[config.mk]
export PLATFORM = sky130hd
export DESIGN_NAME = bitmap_slot_allocator_top
export DESIGN_NICKNAME = d
export VERILOG_FILES = /design/src/rtl/bsa_pkg.sv /design/src/rtl/bsa_divider.sv /design/src/rtl/bsa_map_ram.sv /design/src/rtl/bitmap_slot_allocator_top.sv
export SDC_FILE = /design/constraint.sdc
export NUM_CORES = 2
export LEC_CHECK = 0
export CAP_MARGIN = 15
export CORE_MARGIN = 10
export CORE_UTILIZATION = 50
export CTS_BUF_LIST = sky130_fd_sc_hd__clkbuf_4
export CTS_CLUSTER_SIZE = 40
export DETAILED_ROUTE_END_ITERATION = 12
export DONT_BUFFER_PORTS = 1
export PLACE_DENSITY = 0.76
export RECOVER_POWER = 25
export SYNTH_ARGS = -nofsm -noshare
export SYNTH_HDL_FRONTEND = slang
export SYNTH_HIERARCHICAL = 1
export SYNTH_SLANG_ARGS = --single-unit
export TNS_END_PERCENT = 10
[constraint.sdc]
create_clock -name aclk -period 18.8 [get_ports aclk]
set_input_delay 3.76 -clock aclk [delete_from_list [all_inputs] [get_ports aclk]]
set_output_delay 3.76 -clock aclk [all_outputs]
set_load 0.1 [all_outputs]
[src/rtl/bsa_pkg.sv]
`timescale 1ns / 1ps
`default_nettype none
// ----------------------------------------------------------------------------
// bsa_pkg - bitmap slot allocator shared definitions
// Sizes, request and status codes, and the structs between the modules.
// ----------------------------------------------------------------------------
package bsa_pkg;

    localparam int MAX_SLOTS     = 1024;
    localparam int MAP_WORD_BITS = 32;
    localparam int MAP_WORDS     = (MAX_SLOTS + MAP_WORD_BITS - 1) / MAP_WORD_BITS;

    localparam int SLOT_W  = $clog2(MAX_SLOTS);
    localparam int BIT_W   = $clog2(MAP_WORD_BITS);
    localparam int WADDR_W = $clog2(MAP_WORDS);
    localparam int CNT_W   = $clog2(MAX_SLOTS + 1);

    localparam int ES_W       = 16;
    localparam int SC_W       = 11;
    localparam int OFF_W      = 26;
    localparam int MODE_W     = 2;
    localparam int STAT_W     = 2;
    localparam int CFG_IDX_W  = 2;
    localparam int CFG_DATA_W = 16;
    localparam int OUT_IDX_W  = 10;
    localparam int OUT_USED_W = 11;

    localparam int S_TDATA_W = 32;
    localparam int S_TUSER_W = MODE_W;
    localparam int M_TDATA_W = 48;
    localparam int M_TUSER_W = STAT_W;

    localparam int OUT_OFF_LSB  = OUT_IDX_W;
    localparam int OUT_USED_LSB = OUT_IDX_W + OFF_W;

    localparam logic [MODE_W-1:0] MODE_ALLOC   = 2'd0;
    localparam logic [MODE_W-1:0] MODE_RELEASE = 2'd1;
    localparam logic [MODE_W-1:0] MODE_CLEAR   = 2'd2;

    localparam logic [STAT_W-1:0] STAT_DONE      = 2'd0;
    localparam logic [STAT_W-1:0] STAT_FULL      = 2'd1;
    localparam logic [STAT_W-1:0] STAT_REJECT    = 2'd2;
    localparam logic [STAT_W-1:0] STAT_NOT_ALLOC = 2'd3;

    localparam logic [CFG_IDX_W-1:0] CFG_ELEMENT_SIZE = 2'd0;
    localparam logic [CFG_IDX_W-1:0] CFG_SLOT_COUNT   = 2'd1;

    typedef logic [MAP_WORD_BITS-1:0] map_word_t;
    typedef logic [WADDR_W-1:0]       waddr_t;

    typedef struct packed {
        logic      en;
        waddr_t    addr;
        map_word_t data;
    } map_wr_t;

    typedef struct packed {
        logic             start;
        logic [OFF_W-1:0] dividend;
        logic [ES_W-1:0]  divisor;
    } div_req_t;

    typedef struct packed {
        logic             done;
        logic [OFF_W-1:0] quotient;
        logic [ES_W-1:0]  remainder;
    } div_rsp_t;

    // lowest set bit of a map word
    function automatic logic [BIT_W-1:0] first_set(input map_word_t v);
        logic [BIT_W-1:0] pos;
        pos = '0;
        for (int j = MAP_WORD_BITS - 1; j >= 0; j--) begin
            if (v[j]) begin
                pos = BIT_W'(j);
            end
        end
        return pos;
    endfunction

endpackage
`default_nettype wire

[src/rtl/bsa_divider.sv]
`timescale 1ns / 1ps
`default_nettype none
// ----------------------------------------------------------------------------
// bsa_divider - shared restoring divider
// One quotient bit per cycle; done pulses with quotient and remainder.
// ----------------------------------------------------------------------------
module bsa_divider import bsa_pkg::*; (
    input  wire logic     aclk,
    input  wire logic     aresetn,
    input  wire div_req_t req,
    output div_rsp_t      rsp
);

    localparam int DCNT_W = $clog2(OFF_W);

    logic              busy_reg, busy_next;
    logic              done_reg, done_next;
    logic [DCNT_W-1:0] cnt_reg, cnt_next;
    logic [OFF_W-1:0]  quo_reg, quo_next;
    logic [ES_W-1:0]   rem_reg, rem_next;
    logic [ES_W-1:0]   dsr_reg, dsr_next;
    logic [ES_W:0]     shifted;
    logic [ES_W:0]     trial;

    assign shifted = {rem_reg, quo_reg[OFF_W-1]};
    assign trial   = shifted - {1'b0, dsr_reg};

    always_comb begin
        busy_next = busy_reg;
        done_next = 1'b0;
        cnt_next  = cnt_reg;
        quo_next  = quo_reg;
        rem_next  = rem_reg;
        dsr_next  = dsr_reg;
        if (req.start) begin
            busy_next = 1'b1;
            cnt_next  = DCNT_W'(OFF_W - 1);
            quo_next  = req.dividend;
            rem_next  = '0;
            dsr_next  = req.divisor;
        end else if (busy_reg) begin
            if (!trial[ES_W]) begin
                rem_next = trial[ES_W-1:0];
                quo_next = {quo_reg[OFF_W-2:0], 1'b1};
            end else begin
                rem_next = shifted[ES_W-1:0];
                quo_next = {quo_reg[OFF_W-2:0], 1'b0};
            end
            if (cnt_reg == '0) begin
                busy_next = 1'b0;
                done_next = 1'b1;
            end else begin
                cnt_next = cnt_reg - 1'b1;
            end
        end
    end

    always_ff @(posedge aclk) begin
        if (!aresetn) begin
            busy_reg <= 1'b0;
            done_reg <= 1'b0;
        end else begin
            busy_reg <= busy_next;
            done_reg <= done_next;
        end
    end

    always_ff @(posedge aclk) begin
        cnt_reg <= cnt_next;
        quo_reg <= quo_next;
        rem_reg <= rem_next;
        dsr_reg <= dsr_next;
    end

    assign rsp.done      = done_reg;
    assign rsp.quotient  = quo_reg;
    assign rsp.remainder = rem_reg;

endmodule
`default_nettype wire

[src/rtl/bsa_map_ram.sv]
`timescale 1ns / 1ps
`default_nettype none
// ----------------------------------------------------------------------------
// bsa_map_ram - used-bitmap word store
// One write and one registered read per cycle; per-word valid flags make
// a cleared word read as all free.
// ----------------------------------------------------------------------------
module bsa_map_ram import bsa_pkg::*; (
    input  wire logic    aclk,
    input  wire logic    aresetn,
    input  wire logic    clear,
    input  wire waddr_t  rd_addr,
    output map_word_t    rd_data,
    input  wire map_wr_t wr
);

    map_word_t             mem [MAP_WORDS];
    logic [MAP_WORDS-1:0]  vld_reg;
    map_word_t             rd_data_reg;
    logic                  rd_vld_reg;

    always_ff @(posedge aclk) begin
        if (!aresetn || clear) begin
            vld_reg <= '0;
        end else if (wr.en) begin
            vld_reg[wr.addr] <= 1'b1;
        end
    end

    always_ff @(posedge aclk) begin
        if (wr.en) begin
            mem[wr.addr] <= wr.data;
        end
        rd_data_reg <= mem[rd_addr];
        rd_vld_reg  <= vld_reg[rd_addr];
    end

    assign rd_data = rd_vld_reg ? rd_data_reg : '0;

endmodule
`default_nettype wire

[src/rtl/bitmap_slot_allocator_top.sv]
`timescale 1ns / 1ps
`default_nettype none
// ----------------------------------------------------------------------------
// bitmap_slot_allocator_top - fixed-size slot allocator, next-fit bitmap
// Sequencer over the bitmap word store and one shared divider.
// ----------------------------------------------------------------------------
//  channel  direction  handshake          payload
//  s_       in         s_tvalid/s_tready  tuser mode, tdata release_offset
//  m_       out        m_tvalid/m_tready  tuser status, tdata index/offset/used
//  cfg_     in         cfg_valid/ready    cfg_index, cfg_wdata
//
//  Allocate: k map words scanned (1 .. words+1, 33 at most), after a
//    divider pass when the cursor is at or above the capacity.
//  Release: the 26-step serial divider, then a map check unless rejected.
//  Clear and unused mode: no scan. One item at a time; s_tready and cfg_ready
//  are high only when idle, a pending config write going first. A finished
//  result waits for a free output register. Sync reset clears the map at once.
// ----------------------------------------------------------------------------
module bitmap_slot_allocator_top import bsa_pkg::*; (
    input  wire logic                  aclk,
    input  wire logic                  aresetn,
    input  wire logic                  s_tvalid,
    output logic                       s_tready,
    input  wire logic [S_TDATA_W-1:0]  s_tdata,   // [25:0] release_offset
    input  wire logic [S_TUSER_W-1:0]  s_tuser,   // [1:0] mode
    output logic                       m_tvalid,
    input  wire logic                  m_tready,
    output logic [M_TDATA_W-1:0]       m_tdata,   // [9:0] slot_index,
                                                  // [35:10] byte_offset,
                                                  // [46:36] used_slots
    output logic [M_TUSER_W-1:0]       m_tuser,   // [1:0] status
    input  wire logic                  cfg_valid,
    output logic                       cfg_ready,
    input  wire logic [CFG_IDX_W-1:0]  cfg_index,
    input  wire logic [CFG_DATA_W-1:0] cfg_wdata
);

    localparam logic [2:0] S_IDLE   = 3'd0;
    localparam logic [2:0] S_DIV    = 3'd1;
    localparam logic [2:0] S_ISSUE  = 3'd2;
    localparam logic [2:0] S_SCAN   = 3'd3;
    localparam logic [2:0] S_RISSUE = 3'd4;
    localparam logic [2:0] S_RCHK   = 3'd5;
    localparam logic [2:0] S_DONE   = 3'd6;

    logic [2:0]           state_reg, state_next;
    logic [ES_W-1:0]      es_reg, es_next;
    logic [SC_W-1:0]      sc_reg, sc_next;
    logic [SLOT_W-1:0]    cursor_reg, cursor_next;
    logic [CNT_W-1:0]     used_reg, used_next;
    logic                 m_tvalid_reg, m_tvalid_next;
    logic [M_TDATA_W-1:0] m_tdata_reg, m_tdata_next;
    logic [M_TUSER_W-1:0] m_tuser_reg, m_tuser_next;
    logic [MODE_W-1:0]    mode_reg, mode_next;
    logic [SLOT_W-1:0]    start_reg, start_next;
    waddr_t               wp_reg, wp_next;
    logic                 wrapped_reg, wrapped_next;
    logic [SLOT_W-1:0]    idx_reg, idx_next;
    logic [STAT_W-1:0]    stat_reg, stat_next;
    logic                 grant_reg, grant_next;

    logic [CNT_W-1:0]     cap_eff;
    logic [ES_W-1:0]      es_eff;
    logic [SLOT_W-1:0]    last_slot;
    waddr_t               last_word;
    logic [BIT_W-1:0]     last_bit;
    waddr_t               start_word;
    logic [BIT_W-1:0]     start_bit;
    waddr_t               scan_adv;
    map_word_t            scan_mask;
    map_word_t            cand;
    logic                 found;
    logic [BIT_W-1:0]     found_bit;
    logic [SLOT_W-1:0]    grant_slot;
    logic [CNT_W-1:0]     slot_inc;
    logic [BIT_W-1:0]     rel_bit;
    logic [OFF_W-1:0]     prod;
    logic                 accept;

    waddr_t               rd_addr;
    map_word_t            rd_data;
    map_wr_t              map_wr;
    logic                 map_clear;
    div_req_t             div_req;
    div_rsp_t             div_rsp;

    bsa_map_ram u_map (
        .aclk    (aclk),
        .aresetn (aresetn),
        .clear   (map_clear),
        .rd_addr (rd_addr),
        .rd_data (rd_data),
        .wr      (map_wr)
    );

    bsa_divider u_div (
        .aclk    (aclk),
        .aresetn (aresetn),
        .req     (div_req),
        .rsp     (div_rsp)
    );

    // effective capacity and element size
    always_comb begin
        if (sc_reg == '0) begin
            cap_eff = CNT_W'(1);
        end else if (CNT_W'(sc_reg) > CNT_W'(MAX_SLOTS)) begin
            cap_eff = CNT_W'(MAX_SLOTS);
        end else begin
            cap_eff = CNT_W'(sc_reg);
        end
        es_eff = (es_reg == '0) ? ES_W'(1) : es_reg;
    end

    assign last_slot  = SLOT_W'(cap_eff - 1'b1);
    assign last_word  = WADDR_W'(last_slot >> BIT_W);
    assign last_bit   = last_slot[BIT_W-1:0];
    assign start_word = WADDR_W'(start_reg >> BIT_W);
    assign start_bit  = start_reg[BIT_W-1:0];
    assign scan_adv   = (wp_reg == last_word) ? '0 : wp_reg + 1'b1;

    // candidate bits of the word under scan
    always_comb begin
        for (int j = 0; j < MAP_WORD_BITS; j++) begin
            scan_mask[j] = (wp_reg != last_word) || (BIT_W'(j) <= last_bit);
            if (wp_reg == start_word) begin
                if (wrapped_reg) begin
                    scan_mask[j] = scan_mask[j] && (BIT_W'(j) < start_bit);
                end else begin
                    scan_mask[j] = scan_mask[j] && (BIT_W'(j) >= start_bit);
                end
            end
        end
    end

    assign cand       = ~rd_data & scan_mask;
    assign found      = |cand;
    assign found_bit  = first_set(cand);
    assign grant_slot = {wp_reg, found_bit};
    assign slot_inc   = CNT_W'(grant_slot) + 1'b1;
    assign rel_bit    = idx_reg[BIT_W-1:0];
    assign prod       = {{(OFF_W-SLOT_W){1'b0}}, idx_reg} * {{(OFF_W-ES_W){1'b0}}, es_eff};

    assign accept    = s_tvalid && s_tready;
    assign s_tready  = (state_reg == S_IDLE) && !cfg_valid;
    assign cfg_ready = (state_reg == S_IDLE);

    always_comb begin
        state_next    = state_reg;
        es_next       = es_reg;
        sc_next       = sc_reg;
        cursor_next   = cursor_reg;
        used_next     = used_reg;
        m_tvalid_next = m_tvalid_reg && !m_tready;
        m_tdata_next  = m_tdata_reg;
        m_tuser_next  = m_tuser_reg;
        mode_next     = mode_reg;
        start_next    = start_reg;
        wp_next       = wp_reg;
        wrapped_next  = wrapped_reg;
        idx_next      = idx_reg;
        stat_next     = stat_reg;
        grant_next    = grant_reg;
        rd_addr       = '0;
        map_wr        = '0;
        map_clear     = 1'b0;
        div_req       = '0;

        if (cfg_valid && cfg_ready) begin
            unique case (cfg_index)
                CFG_ELEMENT_SIZE: es_next = cfg_wdata[ES_W-1:0];
                CFG_SLOT_COUNT:   sc_next = cfg_wdata[SC_W-1:0];
                default: ;
            endcase
        end

        unique case (state_reg)
            S_IDLE: begin
                if (accept) begin
                    mode_next  = s_tuser;
                    idx_next   = '0;
                    grant_next = 1'b0;
                    stat_next  = STAT_DONE;
                    unique case (s_tuser)
                        MODE_ALLOC: begin
                            if (CNT_W'(cursor_reg) < cap_eff) begin
                                start_next = cursor_reg;
                                state_next = S_ISSUE;
                            end else begin
                                div_req.start    = 1'b1;
                                div_req.dividend = OFF_W'(cursor_reg);
                                div_req.divisor  = ES_W'(cap_eff);
                                state_next       = S_DIV;
                            end
                        end
                        MODE_RELEASE: begin
                            div_req.start    = 1'b1;
                            div_req.dividend = s_tdata[OFF_W-1:0];
                            div_req.divisor  = es_eff;
                            state_next       = S_DIV;
                        end
                        MODE_CLEAR: begin
                            map_clear   = 1'b1;
                            cursor_next = '0;
                            used_next   = '0;
                            state_next  = S_DONE;
                        end
                        default: begin
                            state_next = S_DONE;
                        end
                    endcase
                end
            end
            S_DIV: begin
                if (div_rsp.done) begin
                    if (mode_reg == MODE_ALLOC) begin
                        start_next = SLOT_W'(div_rsp.remainder);
                        state_next = S_ISSUE;
                    end else if (div_rsp.remainder != '0 ||
                                 div_rsp.quotient >= OFF_W'(cap_eff)) begin
                        stat_next  = STAT_REJECT;
                        state_next = S_DONE;
                    end else begin
                        idx_next   = SLOT_W'(div_rsp.quotient);
                        state_next = S_RISSUE;
                    end
                end
            end
            S_ISSUE: begin
                rd_addr      = start_word;
                wp_next      = start_word;
                wrapped_next = 1'b0;
                state_next   = S_SCAN;
            end
            S_SCAN: begin
                rd_addr = scan_adv;
                if (found) begin
                    map_wr.en   = 1'b1;
                    map_wr.addr = wp_reg;
                    map_wr.data = rd_data | (map_word_t'(1) << found_bit);
                    used_next   = used_reg + 1'b1;
                    cursor_next = (slot_inc == cap_eff) ? '0 : SLOT_W'(slot_inc);
                    idx_next    = grant_slot;
                    grant_next  = 1'b1;
                    stat_next   = STAT_DONE;
                    state_next  = S_DONE;
                end else if (wrapped_reg && wp_reg == start_word) begin
                    stat_next  = STAT_FULL;
                    state_next = S_DONE;
                end else begin
                    wp_next      = scan_adv;
                    wrapped_next = wrapped_reg || (wp_reg == last_word);
                end
            end
            S_RISSUE: begin
                rd_addr    = WADDR_W'(idx_reg >> BIT_W);
                state_next = S_RCHK;
            end
            S_RCHK: begin
                if (rd_data[rel_bit]) begin
                    map_wr.en   = 1'b1;
                    map_wr.addr = WADDR_W'(idx_reg >> BIT_W);
                    map_wr.data = rd_data & ~(map_word_t'(1) << rel_bit);
                    if (used_reg != '0) begin
                        used_next = used_reg - 1'b1;
                    end
                    if (idx_reg < cursor_reg) begin
                        cursor_next = idx_reg;
                    end
                    stat_next = STAT_DONE;
                end else begin
                    stat_next = STAT_NOT_ALLOC;
                end
                state_next = S_DONE;
            end
            S_DONE: begin
                if (!m_tvalid_reg || m_tready) begin
                    m_tvalid_next = 1'b1;
                    m_tuser_next  = stat_reg;
                    m_tdata_next  = {{(M_TDATA_W-OUT_USED_W-OFF_W-OUT_IDX_W){1'b0}},
                                     OUT_USED_W'(used_reg),
                                     grant_reg ? prod : OFF_W'(0),
                                     OUT_IDX_W'(idx_reg)};
                    state_next    = S_IDLE;
                end
            end
            default: begin
                state_next = S_IDLE;
            end
        endcase
    end

    always_ff @(posedge aclk) begin
        if (!aresetn) begin
            state_reg    <= S_IDLE;
            es_reg       <= ES_W'(1);
            sc_reg       <= SC_W'(MAX_SLOTS);
            cursor_reg   <= '0;
            used_reg     <= '0;
            m_tvalid_reg <= 1'b0;
        end else begin
            state_reg    <= state_next;
            es_reg       <= es_next;
            sc_reg       <= sc_next;
            cursor_reg   <= cursor_next;
            used_reg     <= used_next;
            m_tvalid_reg <= m_tvalid_next;
        end
    end

    always_ff @(posedge aclk) begin
        m_tdata_reg <= m_tdata_next;
        m_tuser_reg <= m_tuser_next;
        mode_reg    <= mode_next;
        start_reg   <= start_next;
        wp_reg      <= wp_next;
        wrapped_reg <= wrapped_next;
        idx_reg     <= idx_next;
        stat_reg    <= stat_next;
        grant_reg   <= grant_next;
    end

    assign m_tvalid = m_tvalid_reg;
    assign m_tdata  = m_tdata_reg;
    assign m_tuser  = m_tuser_reg;

endmodule
`default_nettype wire

# [After elaboration in Yosys (flattened, before gate mapping)]
# Memories as Yosys holds them, arrays and structs flattened. A register that Yosys moved wholly into a read port is not among the register bits.
# Index checks and enable logic that the tools add are counted.
[op_classes] bitwise=9 reduce_logical=141 shifts=2 n_mux=182 n_addsub=7 n_eq_ne=30 n_mul=1 magnitude_cmp=104
[ops] operator="two-way mux 5 bit" count=35
[ops] operator="two-way mux 10 bit" count=16
[ops] operator="two-way mux 43 bit" count=3
[ops] operator="one-hot mux 43 bit (2 select lines)" count=1
[ops] operator="two-way mux 1 bit" count=83
[ops] operator="greater-or-equal comparator 5 bit, first input constant" count=16
[ops] operator="less-or-equal comparator 5 bit, first input constant" count=16
[ops] operator="less-than comparator 5 bit, first input constant" count=16
[ops] operator="two-way mux 11 bit" count=7
[ops] operator="two-way mux 38 bit" count=2
[ops] operator="one-hot mux 38 bit (2 select lines)" count=1
[ops] operator="logical AND 1 bit" count=70
[ops] operator="bitwise AND 32 bit" count=2
[ops] operator="inverter 32 bit" count=2
[ops] operator="bitwise OR 32 bit" count=2
[ops] operator="left shift 1 x 5 -> 32 bit, first input constant" count=2
[ops] operator="one-hot mux 10 bit (3 select lines)" count=2
[ops] operator="two-way mux 26 bit" count=2
[ops] operator="greater-or-equal comparator 4 x 5 -> 1 bit, first input constant" count=8
[ops] operator="less-or-equal comparator 4 x 5 -> 1 bit, first input constant" count=8
[ops] operator="less-than comparator 4 x 5 -> 1 bit, first input constant" count=8
[ops] operator="logical OR 1 bit" count=36
[ops] operator="one-hot mux 11 bit (3 select lines)" count=1
[ops] operator="two-way mux 16 bit" count=2
[ops] operator="64 further kinds" count=135
[word_totals] reg_bits=230 memories=1 input_bits=57 ramBits=1024 wordCells=501
[mem_list] memory="u_map.mem" words=32 word_bits=32 read_ports=1 rd_ports_with_merged_regs=1 wr=1 line="bsa_map_ram.sv:17" text="map_word_t mem [MAP_WORDS];"

# [Logic depth before layout (Yosys ltp)]
[logic_depth] depth_word=51 mapped_depth=30 ltp_nobuf=27

# [Modules after synthesis]
# The synthesis kept the hierarchy.
[by_module_without_submodules] module="bsa_map_ram" cells_each=2404 area_each_um2=41970.3 instances=1
[by_module_without_submodules] module="bitmap_slot_allocator_top" cells_each=1937 area_each_um2=16030.4 instances=1
[by_module_without_submodules] module="bsa_divider" cells_each=319 area_each_um2=3480.8 instances=1

# [Worst setup path before layout]
# No wires, ideal clock.
[synth_path] kind="input port to output port" startpoint="in cfg_valid" endpoint="out s_tready" path_buffers=0 path_slack_ns=9.998 t_arrival_ns=5.042 stages=1 path_cell_list="nor2_1"
[synth_between] elab_chain_cells=2
[synth_rtl] item="start, declared" line="bitmap_slot_allocator_top.sv:32" text="input wire logic cfg_valid,"
[synth_rtl] item="zero test 1 bit" line="bitmap_slot_allocator_top.sv:145" text="assign s_tready = (state_reg == S_IDLE) && !cfg_valid;"
[synth_rtl] item="logical AND 1 bit" line="bitmap_slot_allocator_top.sv:145"
[synth_rtl] item="end, declared" line="bitmap_slot_allocator_top.sv:23" text="output logic s_tready,"
# Every way passes these cells.

==> metrics.csv <==
metric,value,unit
main combinational cell family by area after synthesis,multiplexers,
Initial Util,50.4,%
die height,371,microns
Leak,25.4,nW
Post-Synth Simple-Gate Area,8.65,%
synth warn,6,
Switch Pwr,0.00297,W
Fin. Hold Viols,0,
max-slew violations,208,
"count leader, synth",edfxtp_1,
Final Skew,0.148,ns
# port buffers,0,
routed vias/inst,6.04,
Logic pwr share,30.9,%
reg2reg path depth,21,
CP Max Fanout,62,
CTS buffer count,337,
Adder-Cell Fraction of Synth Area,6.23,%
Core ar.,122000,sq um
minimum clock period,9.79,ns
peak supply drop,0.133,mV
Pwr Total,0.00841,W
"Core Util, Final",55.2,%
RD Place Congestion,0.958,
Multi-input gate area,22400,sq um
Synthesized Nets,4956,
asr flop ratio synth,0,%
Setup-failing EPs final,0,
worst hold path class,reg -> reg,
Flop pwr share,41.1,%
startpoint class of the critical path,input pin,
synth top area cells,"edfxtp_1, mux2i_1, dfxtp_1, fa_1, ha_1",
Yosys top cell area share,56.0,%
Reg area,37200,sq um
fmax,102,MHz
max reg flops,1024,
CTS Hold Bufs,0,
fraction of layout cells with a size suffix above 1,14.6,%
Detail Route Antenna Nets,0,
sw frac,35.3,%
Synth cell types,102,
Synth Register Bits,1286,
Post-synth EDFFs,1146,
synthesis-to-layout area growth,9.56,%
synth cell count leaders,"edfxtp_1, mux2i_1, nand2_1",
crit path kind,in -> reg,
Fin Setup TNS,0,ns
actual slew at the worst max-slew pin,3.31,ns
Post-DP HPWL,94200,microns
synthesized instance count,4660,
Iter 0 DRT Violations,4091,
Non-Filler Instances,6698,
CTS tree,built,
leading area contributor after synthesis,edfxtp_1,
chip width,371,microns
Post-Synthesis Cell Area,61500,sq um
Synth Area per Inst,13.2,sq um
met1 Use GR,29.8,%
Max Cap Viol,8,
RSZ-0062 raised after global routing,false,
Placed Cells incl. Taps,6092,
Post-synth top flop,edfxtp_1,
Clk pwr share,28.0,%
pwr dens,125,nW/um^2
crit end category,flip-flop,
via count,40500,
grt met2 use,36.8,%
Compound-Gate Fraction of Synth Area,9.78,%
Nets,5117,
pin count of the biggest net entering global routing,128,
GRT Resource Usage Total,22.9,%
drt first pass iters,8,
fillers,9824,
die area,137000,sq um
post-CTS setup buffer count,0,
routing usage on met3,5.03,%
Hold Crit Depth,0,
CTS resizes,0,
Max H-tree Level,5,
Rel. slew slack,-121,%
vias in the first global route,39500,
clock buffer depth,4,
period utilization,52.1,%
DRC,0,
clock latency on the worst-skew pair,1.33,ns
status,"finished, violations left",
CP arrival,10.64,ns
Routed WL per cell,24.2,microns
Root Buffer Master,clkbuf_4,
post-synthesis xor/xnor area fraction,1.42,%
mux contribution to synthesized area,9.89,%
Post-Route WL,162000,microns
failing checks,"max-capacitance violations, max-slew violations",
global-route wire length before repair,241000,microns
Worst-path clk slew,0.07,ns
I/O Pins,110,
# rows,128,
global-route layer with the greatest usage,met2,
initial antenna violation count,7,
gr ovfl total,0,
Worst Path Required,19.65,ns
Sink Count,1286,
register area share after synthesis,60.5,%
Internal,0.00544,W
## layout by cell type, fill, tap and decap left out, types with 43 or more instances in the layout
cell	count
ha_1	127
clkbuf_4	499
inv_1	164
and2_1	116
a22o_1	78
mux2i_1	552
a21oi_1	270
edfxtp_1	1146
a22oi_1	127
nor2_1	152
o21ai_0	105
fa_1	112
nand3_1	132
a31oi_1	69
nor3_1	71
clkinv_1	61
dfxtp_1	140
nand2_1	340
xnor2_1	67
o21a_1	43
buf_4	76
## final timing paths
| kind | startpoint | end | slack (ns) |
|---|---|---|---|
| min | stat_reg[0] | m_tuser[0] | 0.44 |
| max | cfg_valid | u_div/quo_reg[25] | 9.01 |
| max reg2reg | sc_reg[8] | u_map/rd_data_reg[10] | 9.28 |
| min reg2reg | stat_reg[0] | m_tuser[0] | 0.44 |
## critical path: stages
cell	delay [ns]
nor2_1	1.32
nand2_1	0.51
inv_1	0.26
nand2b_1	0.56
nor2_4	0.25
clkbuf_1	2.34
nor2_1	0.53
inv_1	1.07
## power groups by stage
stage               Clock (W)  Sequential (W)  Combinational [W]
floorplan                   0         0.00338            0.00199
global placement            0         0.00351            0.00254
detailed placement          0         0.00351            0.00258
global route          0.00256         0.00346            0.00280
CTS                   0.00240         0.00345            0.00259
finish                0.00235         0.00346            0.00260
## routing by layer
metal | vias up | share of wire (%)
met4 | 6 | 3.7
met5 | - | 0.13
met3 | 374 | 9.3
met2 | 2074 | 47
li1 | 18000 | -
met1 | 20000 | 40
## metrics by stage
stage	setup WS, ns	hold slack (ns)	instance area [sq um]
floorplan	10.0	0.400	61500
detailed placement	10.32	0.429	63200
CTS	10.26	0.438	67400
global route	8.65	0.444	67300
finish	9.01	0.440	67400
global placement	10.32	0.428	63200
## cell families after synthesis
group                      Yosys count
adders and majority gates          239
buffers and inverters              462
muxes                              591
DFF                               1286
and+or+nand+nor                   1077
AOI/OAI and AO/OA                  906
xor gates and xnor gates            98
other                                1
## cell type report
type	count	area share, %
repair buffers	117	1.34
clock inverters	78	0.568
clock buffers	499	5.56
inverters	167	0.938
well taps	1625	3.02
diodes	14	0.0520
flip-flops and latches	1286	55.3
multi-input cells	2912	33.3
Note: power is estimated with default switching activity, not from simulation.
